File: config.mk
export PLATFORM = sky130hd
export DESIGN_NAME = divider_timer_with_reload
export DESIGN_NICKNAME = d
export VERILOG_FILES = /design/src/design/dtr_pkg.sv /design/src/design/dtr_datapath.sv /design/src/design/dtr_ctrl.sv /design/src/design/divider_timer_with_reload.sv
export VERILOG_INCLUDE_DIRS = /design/src /design/src/design
export SDC_FILE = /design/constraint.sdc
export NUM_CORES = 1
export LEC_CHECK = 0
export BUFFER_PORTS_ARGS = -buffer_cell sky130_fd_sc_hd__buf_2
export CAP_MARGIN = 20
export CORE_UTILIZATION = 43
export CTS_CLUSTER_DIAMETER = 120
export DETAILED_ROUTE_END_ITERATION = 7
export REMOVE_ABC_BUFFERS = 1
export SYNTH_ARGS = -nofsm -noshare
export SYNTH_HDL_FRONTEND = slang
export SYNTH_HIERARCHICAL = 1
export SYNTH_SLANG_ARGS = --single-unit
File: constraint.sdc
create_clock -name clk_i -period 5.8 [get_ports clk_i]
set_input_delay 1.16 -clock clk_i [delete_from_list [all_inputs] [get_ports clk_i]]
set_output_delay 1.16 -clock clk_i [all_outputs]
set_load 0.01 [all_outputs]
File: src/design/assert_macros.svh
// Assertion macros used by the timer control RTL (dtr_ctrl).
`ifndef ASSERT_MACROS_SVH
`define ASSERT_MACROS_SVH

// Implication checked on every clock edge outside reset.
`define DTR_ASSERT_IMPL(lbl, ante, cons) \
  lbl: assert property (@(posedge clk_i) disable iff (!rst_ni) (ante) |-> (cons)) \
    else $error("timer assertion failed");

// Next-cycle implication checked outside reset.
`define DTR_ASSERT_NEXT(lbl, ante, cons) \
  lbl: assert property (@(posedge clk_i) disable iff (!rst_ni) (ante) |=> (cons)) \
    else $error("timer assertion failed");

`endif

File: src/design/dtr_pkg.sv
// Shared types, constants and helpers of the divider timer.
package dtr_pkg;

  localparam int unsigned MAX_TICKS = 32;
  localparam int unsigned TICK_W    = 6;
  localparam int unsigned CNT_W     = $clog2(MAX_TICKS + 1);

  localparam logic [1:0] KIND_TICK  = 2'd0;
  localparam logic [1:0] KIND_READ  = 2'd1;
  localparam logic [1:0] KIND_WRITE = 2'd2;

  localparam logic [15:0] ADDR_DIV  = 16'hFF04;
  localparam logic [15:0] ADDR_TIMA = 16'hFF05;
  localparam logic [15:0] ADDR_TMA  = 16'hFF06;
  localparam logic [15:0] ADDR_TAC  = 16'hFF07;

  localparam logic [2:0] RELOAD_DELAY = 3'd4;
  localparam logic [4:0] TAC_FILL     = 5'h1F;
  localparam logic [7:0] OPEN_BUS     = 8'hFF;

  localparam logic [3:0] SEL_BIT [4] = '{4'd9, 4'd3, 4'd5, 4'd7};

  typedef struct packed {
    logic accept;
    logic step;
    logic load_imm;
    logic load_tick;
  } dtr_cmd_t;

  typedef struct packed {
    logic zero_ticks;
    logic last_step;
  } dtr_stat_t;

  function automatic logic edge_sig(input logic [15:0] sys, input logic [2:0] tac);
    edge_sig = tac[2] & sys[SEL_BIT[tac[1:0]]];
  endfunction

endpackage

File: src/design/dtr_datapath.sv
// Timer registers, T-state step logic, bus decode and result register.
module dtr_datapath (
  input  logic              clk_i,
  input  logic              rst_ni,
  input  dtr_pkg::dtr_cmd_t cmd_i,
  output dtr_pkg::dtr_stat_t stat_o,
  input  logic [1:0]        kind_i,
  input  logic [5:0]        tick_count_i,
  input  logic [15:0]       bus_address_i,
  input  logic [7:0]        write_data_i,
  output logic [7:0]        read_data_o,
  output logic              irq_request_o
);
  import dtr_pkg::*;

  logic [15:0] sys_q, sys_d;
  logic [7:0]  tima_q, tima_d;
  logic [7:0]  tma_q, tma_d;
  logic [2:0]  tac_q, tac_d;
  logic [2:0]  cd_q, cd_d;
  logic [CNT_W-1:0] cnt_q, cnt_d;
  logic        acc_q, acc_d;
  logic [7:0]  rdata_q, rdata_d;
  logic        irq_q, irq_d;

  logic [CNT_W-1:0] sat_cnt;
  logic [7:0]  rd_mux;
  logic        irq_now;
  logic [2:0]  st_cd;
  logic [7:0]  st_tima;
  logic [15:0] sys_inc;
  logic        is_wr;

  assign sat_cnt = (tick_count_i > TICK_W'(MAX_TICKS)) ? CNT_W'(MAX_TICKS)
                                                       : CNT_W'(tick_count_i);
  assign stat_o.zero_ticks = (sat_cnt == '0);
  assign stat_o.last_step  = (cnt_q == CNT_W'(1));
  assign sys_inc = sys_q + 16'd1;
  assign is_wr   = cmd_i.accept && (kind_i == KIND_WRITE);

  always_comb begin
    case (bus_address_i)
      ADDR_DIV:  rd_mux = sys_q[15:8];
      ADDR_TIMA: rd_mux = tima_q;
      ADDR_TMA:  rd_mux = tma_q;
      ADDR_TAC:  rd_mux = {TAC_FILL, tac_q};
      default:   rd_mux = OPEN_BUS;
    endcase
  end

  // one T-state: countdown, then counter advance and edge detect
  always_comb begin
    st_cd   = cd_q;
    st_tima = tima_q;
    irq_now = 1'b0;
    if (cd_q != 3'd0) begin
      st_cd = cd_q - 3'd1;
      if (st_cd == 3'd0) begin
        st_tima = tma_q;
        irq_now = 1'b1;
      end
    end
    if (edge_sig(sys_q, tac_q) && !edge_sig(sys_inc, tac_q)) begin
      st_tima = st_tima + 8'd1;
      if (st_tima == 8'd0) begin
        st_cd = RELOAD_DELAY;
      end
    end
  end

  always_comb begin
    sys_d   = sys_q;
    tima_d  = tima_q;
    tma_d   = tma_q;
    tac_d   = tac_q;
    cd_d    = cd_q;
    cnt_d   = cnt_q;
    acc_d   = acc_q;
    rdata_d = rdata_q;
    irq_d   = irq_q;
    if (cmd_i.accept && kind_i == KIND_TICK) begin
      cnt_d = sat_cnt;
      acc_d = 1'b0;
    end
    if (cmd_i.step) begin
      sys_d  = sys_inc;
      tima_d = st_tima;
      cd_d   = st_cd;
      cnt_d  = cnt_q - CNT_W'(1);
      acc_d  = acc_q | irq_now;
    end
    if (is_wr) begin
      case (bus_address_i)
        ADDR_DIV: begin
          sys_d = '0;
          if (edge_sig(sys_q, tac_q)) begin
            tima_d = tima_q + 8'd1;
            if (tima_d == 8'd0) cd_d = RELOAD_DELAY;
          end
        end
        ADDR_TIMA: tima_d = write_data_i;
        ADDR_TMA:  tma_d  = write_data_i;
        ADDR_TAC: begin
          tac_d = write_data_i[2:0];
          if (edge_sig(sys_q, tac_q) && !edge_sig(sys_q, tac_d)) begin
            tima_d = tima_q + 8'd1;
            if (tima_d == 8'd0) cd_d = RELOAD_DELAY;
          end
        end
        default: ;
      endcase
    end
    if (cmd_i.load_imm) begin
      rdata_d = (kind_i == KIND_READ) ? rd_mux : 8'd0;
      irq_d   = 1'b0;
    end
    if (cmd_i.load_tick) begin
      rdata_d = 8'd0;
      irq_d   = acc_q | irq_now;
    end
  end

  always_ff @(posedge clk_i or negedge rst_ni) begin
    if (!rst_ni) begin
      sys_q  <= '0;
      tima_q <= '0;
      tma_q  <= '0;
      tac_q  <= '0;
      cd_q   <= '0;
      cnt_q  <= '0;
      acc_q  <= 1'b0;
    end else begin
      sys_q  <= sys_d;
      tima_q <= tima_d;
      tma_q  <= tma_d;
      tac_q  <= tac_d;
      cd_q   <= cd_d;
      cnt_q  <= cnt_d;
      acc_q  <= acc_d;
    end
  end

  always_ff @(posedge clk_i) begin
    rdata_q <= rdata_d;
    irq_q   <= irq_d;
  end

  assign read_data_o   = rdata_q;
  assign irq_request_o = irq_q;

endmodule

File: src/design/dtr_ctrl.sv
// Request sequencing and result handshake of the divider timer.
`include "assert_macros.svh"

module dtr_ctrl (
  input  logic               clk_i,
  input  logic               rst_ni,
  input  logic               in_valid_i,
  output logic               in_ready_o,
  input  logic [1:0]         kind_i,
  output logic               out_valid_o,
  input  logic               out_ready_i,
  input  dtr_pkg::dtr_stat_t stat_i,
  output dtr_pkg::dtr_cmd_t  cmd_o
);
  import dtr_pkg::*;

  localparam logic ST_IDLE = 1'b0;
  localparam logic ST_RUN  = 1'b1;

  logic state_q, state_d;
  logic ov_q, ov_d;
  logic is_tick;
  logic start_run;

  assign in_ready_o = (state_q == ST_IDLE) && (!ov_q || out_ready_i);
  assign is_tick    = (kind_i == KIND_TICK);

  assign cmd_o.accept    = in_valid_i && in_ready_o;
  assign cmd_o.step      = (state_q == ST_RUN);
  assign cmd_o.load_imm  = cmd_o.accept && (!is_tick || stat_i.zero_ticks);
  assign cmd_o.load_tick = cmd_o.step && stat_i.last_step;
  assign start_run       = cmd_o.accept && is_tick && !stat_i.zero_ticks;

  always_comb begin
    state_d = state_q;
    case (state_q)
      ST_IDLE: if (start_run) state_d = ST_RUN;
      ST_RUN:  if (stat_i.last_step) state_d = ST_IDLE;
      default: state_d = ST_IDLE;
    endcase
  end

  always_comb begin
    ov_d = ov_q;
    if (cmd_o.load_imm || cmd_o.load_tick) begin
      ov_d = 1'b1;
    end else if (out_ready_i) begin
      ov_d = 1'b0;
    end
  end

  always_ff @(posedge clk_i or negedge rst_ni) begin
    if (!rst_ni) begin
      state_q <= ST_IDLE;
      ov_q    <= 1'b0;
    end else begin
      state_q <= state_d;
      ov_q    <= ov_d;
    end
  end

  assign out_valid_o = ov_q;

  `DTR_ASSERT_IMPL(a_run_no_accept, state_q == ST_RUN, !in_ready_o)
  `DTR_ASSERT_IMPL(a_tick_out_free, cmd_o.load_tick, !ov_q)
  `DTR_ASSERT_NEXT(a_start_runs, start_run, state_q == ST_RUN && !ov_q)

endmodule

File: src/design/divider_timer_with_reload.sv
// Top level of the divider timer with delayed overflow reload.
// Usage:
//   Input channel (in_valid_i/in_ready_o) carries one request: a tick run,
//   a register read or a register write, selected by kind_i.
//   Output channel (out_valid_o/out_ready_i) returns one result per request:
//   read_data_o and irq_request_o.
// Timing:
//   Reads, writes, unused kinds and zero-length tick runs finish at the
//   accepting edge; the result is valid in the next cycle.
//   A tick run of N T-states (N saturated at 32) steps the timer once per
//   clock in the single T-state step unit; the result is valid the cycle
//   after the last step.
//   A new request is taken once the block is idle and the result register
//   is empty or being drained in the same cycle.
// Reset: all timer registers clear to zero and no result is pending.
// Stall: while out_ready_i is low the result holds in the output register
//   and in_ready_o stays low until it is taken.
module divider_timer_with_reload (
  input  logic        clk_i,
  input  logic        rst_ni,
  input  logic        in_valid_i,
  output logic        in_ready_o,
  input  logic [1:0]  kind_i,
  input  logic [5:0]  tick_count_i,
  input  logic [15:0] bus_address_i,
  input  logic [7:0]  write_data_i,
  output logic        out_valid_o,
  input  logic        out_ready_i,
  output logic [7:0]  read_data_o,
  output logic        irq_request_o
);
  import dtr_pkg::*;

  dtr_cmd_t  cmd;
  dtr_stat_t stat;

  dtr_ctrl u_ctrl (
    .clk_i       (clk_i),
    .rst_ni      (rst_ni),
    .in_valid_i  (in_valid_i),
    .in_ready_o  (in_ready_o),
    .kind_i      (kind_i),
    .out_valid_o (out_valid_o),
    .out_ready_i (out_ready_i),
    .stat_i      (stat),
    .cmd_o       (cmd)
  );

  dtr_datapath u_dp (
    .clk_i         (clk_i),
    .rst_ni        (rst_ni),
    .cmd_i         (cmd),
    .stat_o        (stat),
    .kind_i        (kind_i),
    .tick_count_i  (tick_count_i),
    .bus_address_i (bus_address_i),
    .write_data_i  (write_data_i),
    .read_data_o   (read_data_o),
    .irq_request_o (irq_request_o)
  );

endmodule

# Word-level counts from Yosys, hierarchy flattened
# Cells that the tools add are included.
op_classes:
  addsub: 5
  n_mul: 0
  n_div: 0
  magnitude_cmp: 5
  eq_ne: 7
  shifts: 0
  mux: 48
  n_bitwise: 7
  reduce_logical: 28
ops:
  columns: ["operator", "n"]
  rows:
  - ["equality test 16 bit (second input constant)", 4]
  - ["two-way mux 8 bit", 8]
  - ["two-way mux 16 bit", 3]
  - ["case mux 8 bit (4 select lines)", 1]
  - ["two-way mux 3 bit", 8]
  - ["case mux 8 bit (3 select lines)", 1]
  - ["two-way mux 6 bit", 3]
  - ["adder 16 x 1 -> 16 bit (second input constant)", 1]
  - ["adder 8 x 1 -> 8 bit (second input constant)", 2]
  - ["binary-select mux 4 bit (select 2 bit)", 2]
  - ["zero test 8 bit", 2]
  - ["two-way mux 4 bit", 4]
  - ["two-way mux 1 bit", 13]
  - ["binary-select mux 1 bit (select 4 bit)", 3]
  - ["less-than comparator 4 x 5 -> 1 bit (second input constant)", 2]
  - ["logical AND 1 bit", 9]
  - ["equality test 6 x 1 -> 1 bit (second input constant)", 1]
  - [">= comparator 3 bit (second input constant)", 2]
  - ["> comparator 6 bit (second input constant)", 1]
  - ["zero test 6 bit", 1]
  - ["NOT 2 -> 3 bit", 2]
  - ["case mux 3 bit (2 select lines)", 1]
  - ["nonzero test 2 bit", 3]
  - ["subtractor 6 x 1 -> 6 bit (second input constant)", 1]
  - ["other kinds (13)", 22]
word_totals:
  ff_bits: 56
  latch_bits: 0
  ramBits: 0
  romBits: 0
  output_inout_bits: 11
  memories: 0

# Logic depth before layout (Yosys ltp)
# Gate-level depths: netlist of run 1.
depth:
  depth_word: 15
  depth_mapped: 11

# By module
# The synthesis of run 1 kept the hierarchy.
modules_own_cells:
  columns: ["module", "n_inst", "cells_per_inst", "area_per_inst_um2", "seq_area_each_um2"]
  rows:
  - ["dtr_datapath", 1, 435, 3804.9, 1316.3]
  - ["dtr_ctrl", 1, 13, 125.1, 50.0]

# Worst setup path after synthesis of run 1
# Ideal clock, no wire load.
synth_timing:
  path_kind: "input to register"
  start: "input bus_address_i[3]"
  end: "register u_dp.tima_q[5]"
  setup_time_ns: 0.078
  t_arrival_ns: 3.275
  required_time_ns: 5.722
  path_slack_ns: 2.447
  cell_stages: 9
  cell_sequence: "or4b_1 -> or4_4 -> buf_6 -> or3_4 -> buf_6 -> nor3_2 -> o21ai_1 -> o311ai_1 -> o2bb2ai_1"
synth_via:
  elab_chain_len: 3
  elab_cells_between_ends: 5
  classes_between: "eq/ne: 3; mux: 2"
synth_lines:
  columns: ["element", "line_no", "source"]
  rows:
  - ["start, declared", "divider_timer_with_reload.sv:25", "input logic [15:0] bus_address_i,"]
  - ["equality test 16 bit", "dtr_datapath.sv:93", "case (bus_address_i)"]
  - ["case mux 8 bit (3 select lines) (*)", "dtr_datapath.sv:93", null]
  - ["two-way mux 8 bit (*)", "dtr_datapath.sv:92", "if (is_wr) begin"]
  - ["net u_dp.tima_d[5]", "dtr_datapath.sv:17", "logic [7:0] tima_q, tima_d;"]
  - ["end signal, assigned", "dtr_datapath.sv:134", "tima_q <= tima_d;"]
  - ["end, declared", "dtr_datapath.sv:17", null]
# The timed path passes the listed nets; every way through them passes the cells marked *.
# A chain may end at the register's enable or synchronous reset.

# Worst setup path after layout of run 1
layout_timing:
  start: "input bus_address_i[3]"
  end: "register u_dp.sys_q[9]"
layout_via:
  elab_chain_len: 3
layout_lines:
  columns: ["element", "line_no", "source"]
  rows:
  - ["equality test 16 bit", "dtr_datapath.sv:93", null]
  - ["two-way mux 16 bit", "dtr_datapath.sv:93", null]
  - ["two-way mux 16 bit", "dtr_datapath.sv:92", null]
  - ["net u_dp.sys_d[9]", "dtr_datapath.sv:16", "logic [15:0] sys_q, sys_d;"]
  - ["end signal, assigned", "dtr_datapath.sv:133", "sys_q <= sys_d;"]
  - ["end, declared", "dtr_datapath.sv:16", null]
# The timed path passes the listed nets, and every way through them passes these cells.

==> results of run 1 <==
-- worst max-delay path by stage --
stage / from / endpoint / slack [ns] / cells past startpoint
after global placement: bus_address_i[3] / u_dp/sys_q[15] / 1.97 / 6
after global routing: bus_address_i[3] / u_dp/sys_q[4] / 1.98 / 6
after floorplan: bus_address_i[3] / u_dp/tima_q[0] / 2.54 / 5
after CTS: bus_address_i[3] / u_dp/sys_q[9] / 2.19 / 6
after detailed placement: bus_address_i[3] / u_dp/sys_q[5] / 1.83 / 6
final: bus_address_i[3] / u_dp/sys_q[9] / 2.15 / 6
-- layout by cell type (no fill, tap or decap), types with 9 or more instances in the layout --
master,n
buf_2,46
nand4_1,10
o21ai_0,22
a21oi_1,15
nand2_1,46
dfrtp_1,47
xor2_1,13
xnor2_1,16
ha_1,9
mux2_2,18
nor3_1,14
inv_1,11
nor2_1,52
nand3_1,18
-- worst max-delay path, stage by stage --
cell	delay (ns)
buf_2	0.09
or4b_1	0.54
nor4_1	0.62
nand2b_1	0.44
nor3_2	0.85
nor2_1	0.12
-- synth_stat cells (4+ instances only) --
cell type,n,area (um^2)
clkbuf_1,20,75.1
xor2_1,13,114
xnor2_1,16,140
a211oi_1,4,30.0
inv_1,11,41.3
mux4_2,5,113
a22oi_1,4,30.0
a31oi_1,4,25.0
nor3b_1,4,30.0
nand4_1,10,62.6
nor2_1,52,195
dfxtp_1,8,160
mux2_2,18,203
dfrtp_1,47,1180
ha_1,9,113
nand3_1,18,90.1
o21ai_0,22,110
a22o_1,4,35.0
nand2_1,46,173
o22ai_1,6,37.5
nor3_1,14,70.1
and2_1,5,31.3
a32oi_1,4,35.0
and3_1,4,25.0
nand2b_1,4,25.0
a21oi_1,15,75.1
mux2i_1,7,70.1
nor2b_1,7,43.8
-- layout make-up --
cell class | instances | area [um^2]
repair buffers | 48 | 245
flip-flops and latches | 56 | 1370
inverters | 11 | 41.3
well taps | 108 | 135
clock buffers | 5 | 68.8
multi-input cells | 355 | 2400
clock inverters | 3 | 27.5
fillers | 839 | 4520
-- through the flow --
step,hold WS (ns),cell area (um^2),setup WS (ns)
floorplan,0.483,3810,2.54
global placement,0.433,4190,1.97
detailed placement,0.437,4190,1.83
CTS,0.463,4290,2.19
global route,0.484,4290,1.98
finish,0.458,4290,2.15
-- per-layer routing --
layer / up-vias / GRT usage
met5: - / 0
met4: 0 / 0.0676
met3: 12 / 0.0324
met2: 117 / 0.336
met1: 1696 / 0.330
li1: 1700 / -
-- sequential cells by signal, summed over array words and instances (netlist names) --
name                flops
u_dp/sys_q             16
u_dp/irq_request_o      1
u_dp/tac_q              3
u_dp/cnt_q              6
u_ctrl/state_q          1
u_dp/tima_q             8
u_dp/cd_q               3
u_ctrl/out_valid_o      1
u_dp/tma_q              8
u_dp/acc_q              1
u_dp/read_data_o        8
-- power by group --
group          internal (mW)  switching, mW  leakage (nW)
clock network         0.0892          0.145        0.0463
logic                  0.216          0.303          1.11
registers              0.485          0.104         0.687
-- cells by family after synthesis --
| family | Yosys count | share of synthesized area |
|---|---|---|
| AND/OR/NAND/NOR | 191 | 0.249 |
| AO/OA/AOI/OAI | 96 | 0.171 |
| flip-flops | 56 | 0.348 |
| buffers and inverters | 37 | 0.0414 |
| multiplexers | 30 | 0.0981 |
| XOR/XNOR | 29 | 0.0646 |
| adder cells (fa/ha/maj) | 9 | 0.0287 |
==> out/qor.txt, run 1 <==
Detailed Route Iter0 Violations = 296
Hold Path Depth = 2
Critical path arrival = 3.82 ns
Placed insts = 578
Setup TNS = 0 ns
H-tree levels = 2
Post-CTS setup buffer count = 0
WL final = 10.2 mm
Endpoints failing setup = 0
Fin crit share = 0.630
GPL Wtd Cong = 0.911
Largest fanout on the critical path = 16
Post-synthesis sequential element count = 56
Nets = 522
Grt total ovfl = 0
Worst-Skew Late Latency = 0.32 ns
Sink Count = 56
Post-DR wirelength/cell = 17.3 um
Post-synthesis sequential area ratio = 0.348
Largest net degree at the start of global routing = 48
Share of post-route cells with drive strength above 1 = 0.190
Maximum operating frequency = 274 MHz
1st-pass router iterations = 7
Vias = 3,525
RSZ-0062 raised after global routing = false
Non-Filler Instances = 586
P&R area growth vs syn = 9.04%
Number of buffers added on ports = 46
Outcome = finished with violations
Vias per inst = 6.02
Row count = 34
Top-level port count = 47
Uppermost layer routed = met4
Yosys Warn Count = 6
PostCTS Resize Cnt = 0
Ant diodes = 0
Cell Pwr Density = 313 mW/mm^2
Clock Path Buffers = 2
Leakage power = 1.85 nW
Mean post-synth cell area = 8.77 um^2
Crit end category = flop
Max_cap viols = 0
First-pass GRT wire length = 16.9 mm
Metal2 WL = 4.48 mm
Post-Syn Instances = 448
Reg-to-Reg Start = u_dp/cd_q[0]
Met3 wire len = 529 um
DRC = 14
Worst min-delay path startpoint = u_dp/read_data_o[5]
Netlist Area Pre-Place = 0.00393 mm^2
CTS Buf Count = 5
Starting Density = 0.446
Hold Crit Class = flop to flop
Vert. Die Dim = 97.6 um
Worst endpoint required time = 5.96 ns
Reg2reg setup slack = 2.68 ns
Initial antenna violation count = 0
CP Launch Type = input pin
Async set or reset register ratio after synthesis = 0.839
Total GRT Usage = 0.223
Core ar. = 0.00881 mm^2
Unique cell type count in the Yosys netlist = 72
Final Max Slew Viols = 0
DRT met1 WL = 5.02 mm
Max VDD drop = 0.108 mV
Min Tclk post-route = 3.65 ns
Die area = 0.00953 mm^2
R2R cell count = 10
Root Buffer = clkbuf_8
Actual slew at the worst max-slew pin = 0.974 ns
Die Wd = 97.6 um
Critical path class = input pin to flop
Worst hold endpoint = u_dp/read_data_o[5]
Clock slew at reported path FFs = 0.11 ns
Via count of the first global-routing pass = 3,283
Clock skew = 0.0156 ns
Hold-fix buffers, CTS = 0
Post-synth top flop = dfrtp_1
Post-synth EDFFs = 1
CTS tree = built
Slew margin rel. = 0.347
Finished Core Util = 0.487
Tot Pwr = 1.34 mW
R2r endpoint = u_dp/tima_q[7]
Failing checks = design-rule violations
Hpwl dp = 7.38 mm
Final hold violation count = 0
Final ANT Viol Nets = 0
No activity file was read; power rests on OpenSTA's default activity.
==> run 2: changes to the inputs <==
==> constraint.sdc (replaced) <==
create_clock -name clk_i -period 3 [get_ports clk_i]
set_input_delay 0.6 -clock clk_i [delete_from_list [all_inputs] [get_ports clk_i]]
set_output_delay 0.6 -clock clk_i [all_outputs]
set_load 0.01 [all_outputs]
==> run 2 against run 1 <==
Net effect:
- clock power grew 89%
- design area grew 1.9%
- critical path type is now flop to flop
- the run still ends with design-rule violations left
- clock skew shrank 0.0016 ns
- count of clock-buffer cells in the layout is the same
==> out/qor.txt, run 2 (same netlist as run 1, synthesis figures left out) <==
Placed insts = 588 (was 578)
Largest net degree at the start of global routing = 48 (unchanged)
Post-DR wirelength/cell = 17.9 um (was 17.3 um)
Min Tclk post-route = 2.82 ns
Final Max Slew Viols = 0 (unchanged)
P_int = 1.54 mW (was 0.791 mW)
Largest fanout on the critical path = 7 (was 16)
Initial antenna violation count = 0 (unchanged)
Combinational Power Share = 0.393 (was 0.387)
WL final = 10.6 mm (was 10.2 mm)
RSZ-0062 raised after global routing = false (unchanged)
FILL cells = 867 (was 839)
First-pass GRT wire length = 17.8 mm (was 16.9 mm)
Actual slew at the worst max-slew pin = 0.622 ns (was 0.974 ns)
Fin crit share = 0.939
Critical path class = flop to flop (was input pin to flop)
Crit end category = flop (unchanged)
Endpoints failing setup = 0 (unchanged)
Non-Filler Instances = 596 (was 586)
Number of buffers added on ports = 46 (unchanged)
Vias per inst = 5.97 (was 6.02)
Detailed Route Iter0 Violations = 221 (was 296)
Leakage power = 1.89 nW (was 1.85 nW)
Vias = 3,558 (was 3,525)
Post-CTS setup buffer count = 0 (unchanged)
H-tree levels = 2 (unchanged)
Clock skew = 0.0140 ns (was 0.0156 ns)
CTS tree = built (unchanged)
Total GRT Usage = 0.235 (was 0.223)
Core ar. = 0.00881 mm^2 (unchanged)
Maximum operating frequency = 355 MHz
Clock Path Buffers = 2 (unchanged)
Most frequent cells in the layout = nor2_1, dfrtp_1, buf_2, nand2_1, o21ai_0 (unchanged)
1st-pass router iterations = 7 (unchanged)
Critical path arrival = 3.04 ns (was 3.82 ns)
Clk pwr share = 0.170 (was 0.174)
Hold Crit Class = input pin to async pin (was flop to flop)
Vert. Die Dim = 97.6 um (unchanged)
Row count = 34 (unchanged)
Setup ws final = 0.184 ns (was 2.15 ns)
Worst-Skew Late Latency = 0.32 ns (about the same)
Die Wd = 97.6 um (unchanged)
GPL Wtd Cong = 0.905 (was 0.911)
Root Buffer = clkbuf_8 (unchanged)
Largest register FFs = 16 (unchanged)
Final ANT Viol Nets = 0 (unchanged)
Via count of the first global-routing pass = 3,477 (was 3,283)
CTS Buf Count = 5 (unchanged)
Ant diodes = 0 (unchanged)
Setup Slack @ Placement = 0.110 ns (was 1.83 ns)
Reg with most FFs = u_dp/sys_q (unchanged)
DRC = 14 (unchanged)
Max VDD drop = 0.217 mV (was 0.108 mV)
Die area = 0.00953 mm^2 (unchanged)
Slew margin rel. = 0.586 (was 0.347)
WHS = 0.353 ns (was 0.458 ns)
Share of post-route cells with drive strength above 1 = 0.211 (was 0.190)
Top-level port count = 47 (unchanged)
Hpwl dp = 7.75 mm (was 7.38 mm)
Worst endpoint required time = 3.22 ns (was 5.96 ns)
Setup TNS = 0 ns (unchanged)
Outcome = finished with violations (unchanged)
Starting Density = 0.446 (unchanged)
Clock slew at reported path FFs = 0.11 ns (about the same)
R2R cell count = 11 (was 10)
Max_cap viols = 0 (unchanged)
Switch Pwr = 1.06 mW (was 0.553 mW)
Sequential fraction of design power = 0.438 (was 0.439)
Nets = 532 (was 522)
Commonest non-fill, non-tap cell in the layout = nor2_1 (unchanged)
Grt total ovfl = 0 (unchanged)
Finished Core Util = 0.496 (was 0.487)
Sink Count = 56 (unchanged)
Cell Pwr Density = 596 mW/mm^2 (was 313 mW/mm^2)
CP Launch Type = flop (was input pin)
Failing checks = design-rule violations (unchanged)
Final hold violation count = 0 (unchanged)
Net Sw Frac = 0.408 (was 0.411)
P&R area growth vs syn = 11.1% (was 9.04%)
==> run 2: changes by cell type in the layout (fill, tap and decap cells not counted) <==
cell      before  now
a22oi_1        4    3
a22oi_2        0    1
buf_4          2   12
clkinv_2       0    1
clkinv_4       1    0
inv_6          0    1
inv_8          1    0
nor4b_1        2    1
nor4b_2        0    1
==> run 2: critical path, stage by stage, from the launching register on <==
cell     delay, ns
dfrtp_1       0.41
inv_1         0.08
ha_1          0.22
ha_1          0.29
and3b_1       0.32
buf_4         0.22
mux2i_1       0.08
nor3_1        0.30
nor4b_2       0.30
xnor2_1       0.18
nand2_1       0.09
a32oi_1       0.23
==> run 2: layout make-up <==
cell class                      count  area [um^2]  share of cell area
Clock buffer                        5         68.8              0.0158
Clock inverter                      3         21.3             0.00487
Inverter                           11         41.3             0.00946
Multi-Input combinational cell    355         2410               0.553
Sequential cell                    56         1370               0.313
Tap cell                          108          135              0.0310
Timing Repair Buffer               58          320              0.0734
==> run 2: per-stage QoR <==
stage	total power, mW	instance area [um^2]
global placement	2.14	4260
CTS	2.62	4350
global route	2.82	4370
finish	2.60	4370
detailed placement	2.17	4260
floorplan	1.82	3810
==> run 2: path summary, 6_finish.rpt <==
kind	startpoint	endpoint	slack, ns
min	rst_ni	u_dp/cnt_q[5]	0.35
max in group asynchronous	rst_ni	u_dp/sys_q[12]	2.21
max reg2reg	u_dp/cd_q[0]	u_dp/tima_q[7]	0.18
min reg2reg	u_dp/read_data_o[3]	u_dp/read_data_o[3]	0.46
min in group clk_i	u_dp/read_data_o[3]	u_dp/read_data_o[3]	0.46
max	u_dp/cd_q[0]	u_dp/tima_q[7]	0.18
==> run 2: power groups by stage <==
stage	clock (mW)	combinational, mW	sequential [mW]
global placement	0	0.997	1.15
floorplan	0	0.640	1.18
finish	0.442	1.02	1.14
CTS	0.461	1.02	1.14
detailed placement	0	1.02	1.15
global route	0.491	1.16	1.17
==> run 2: per-layer routing <==
layer	vias to the layer above	track usage	wire length [um]
met3	15	0.0309	474
met1	1715	0.322	5140
li1	1719	-	-
met5	-	0	0
met2	109	0.380	4820
met4	0	0.0851	213
==> run 2: timing repair <==
item,4_1_cts,5_1_grt
gates resized for setup,0,2
setup endpoints to repair,0,2
hold buffers,0,0
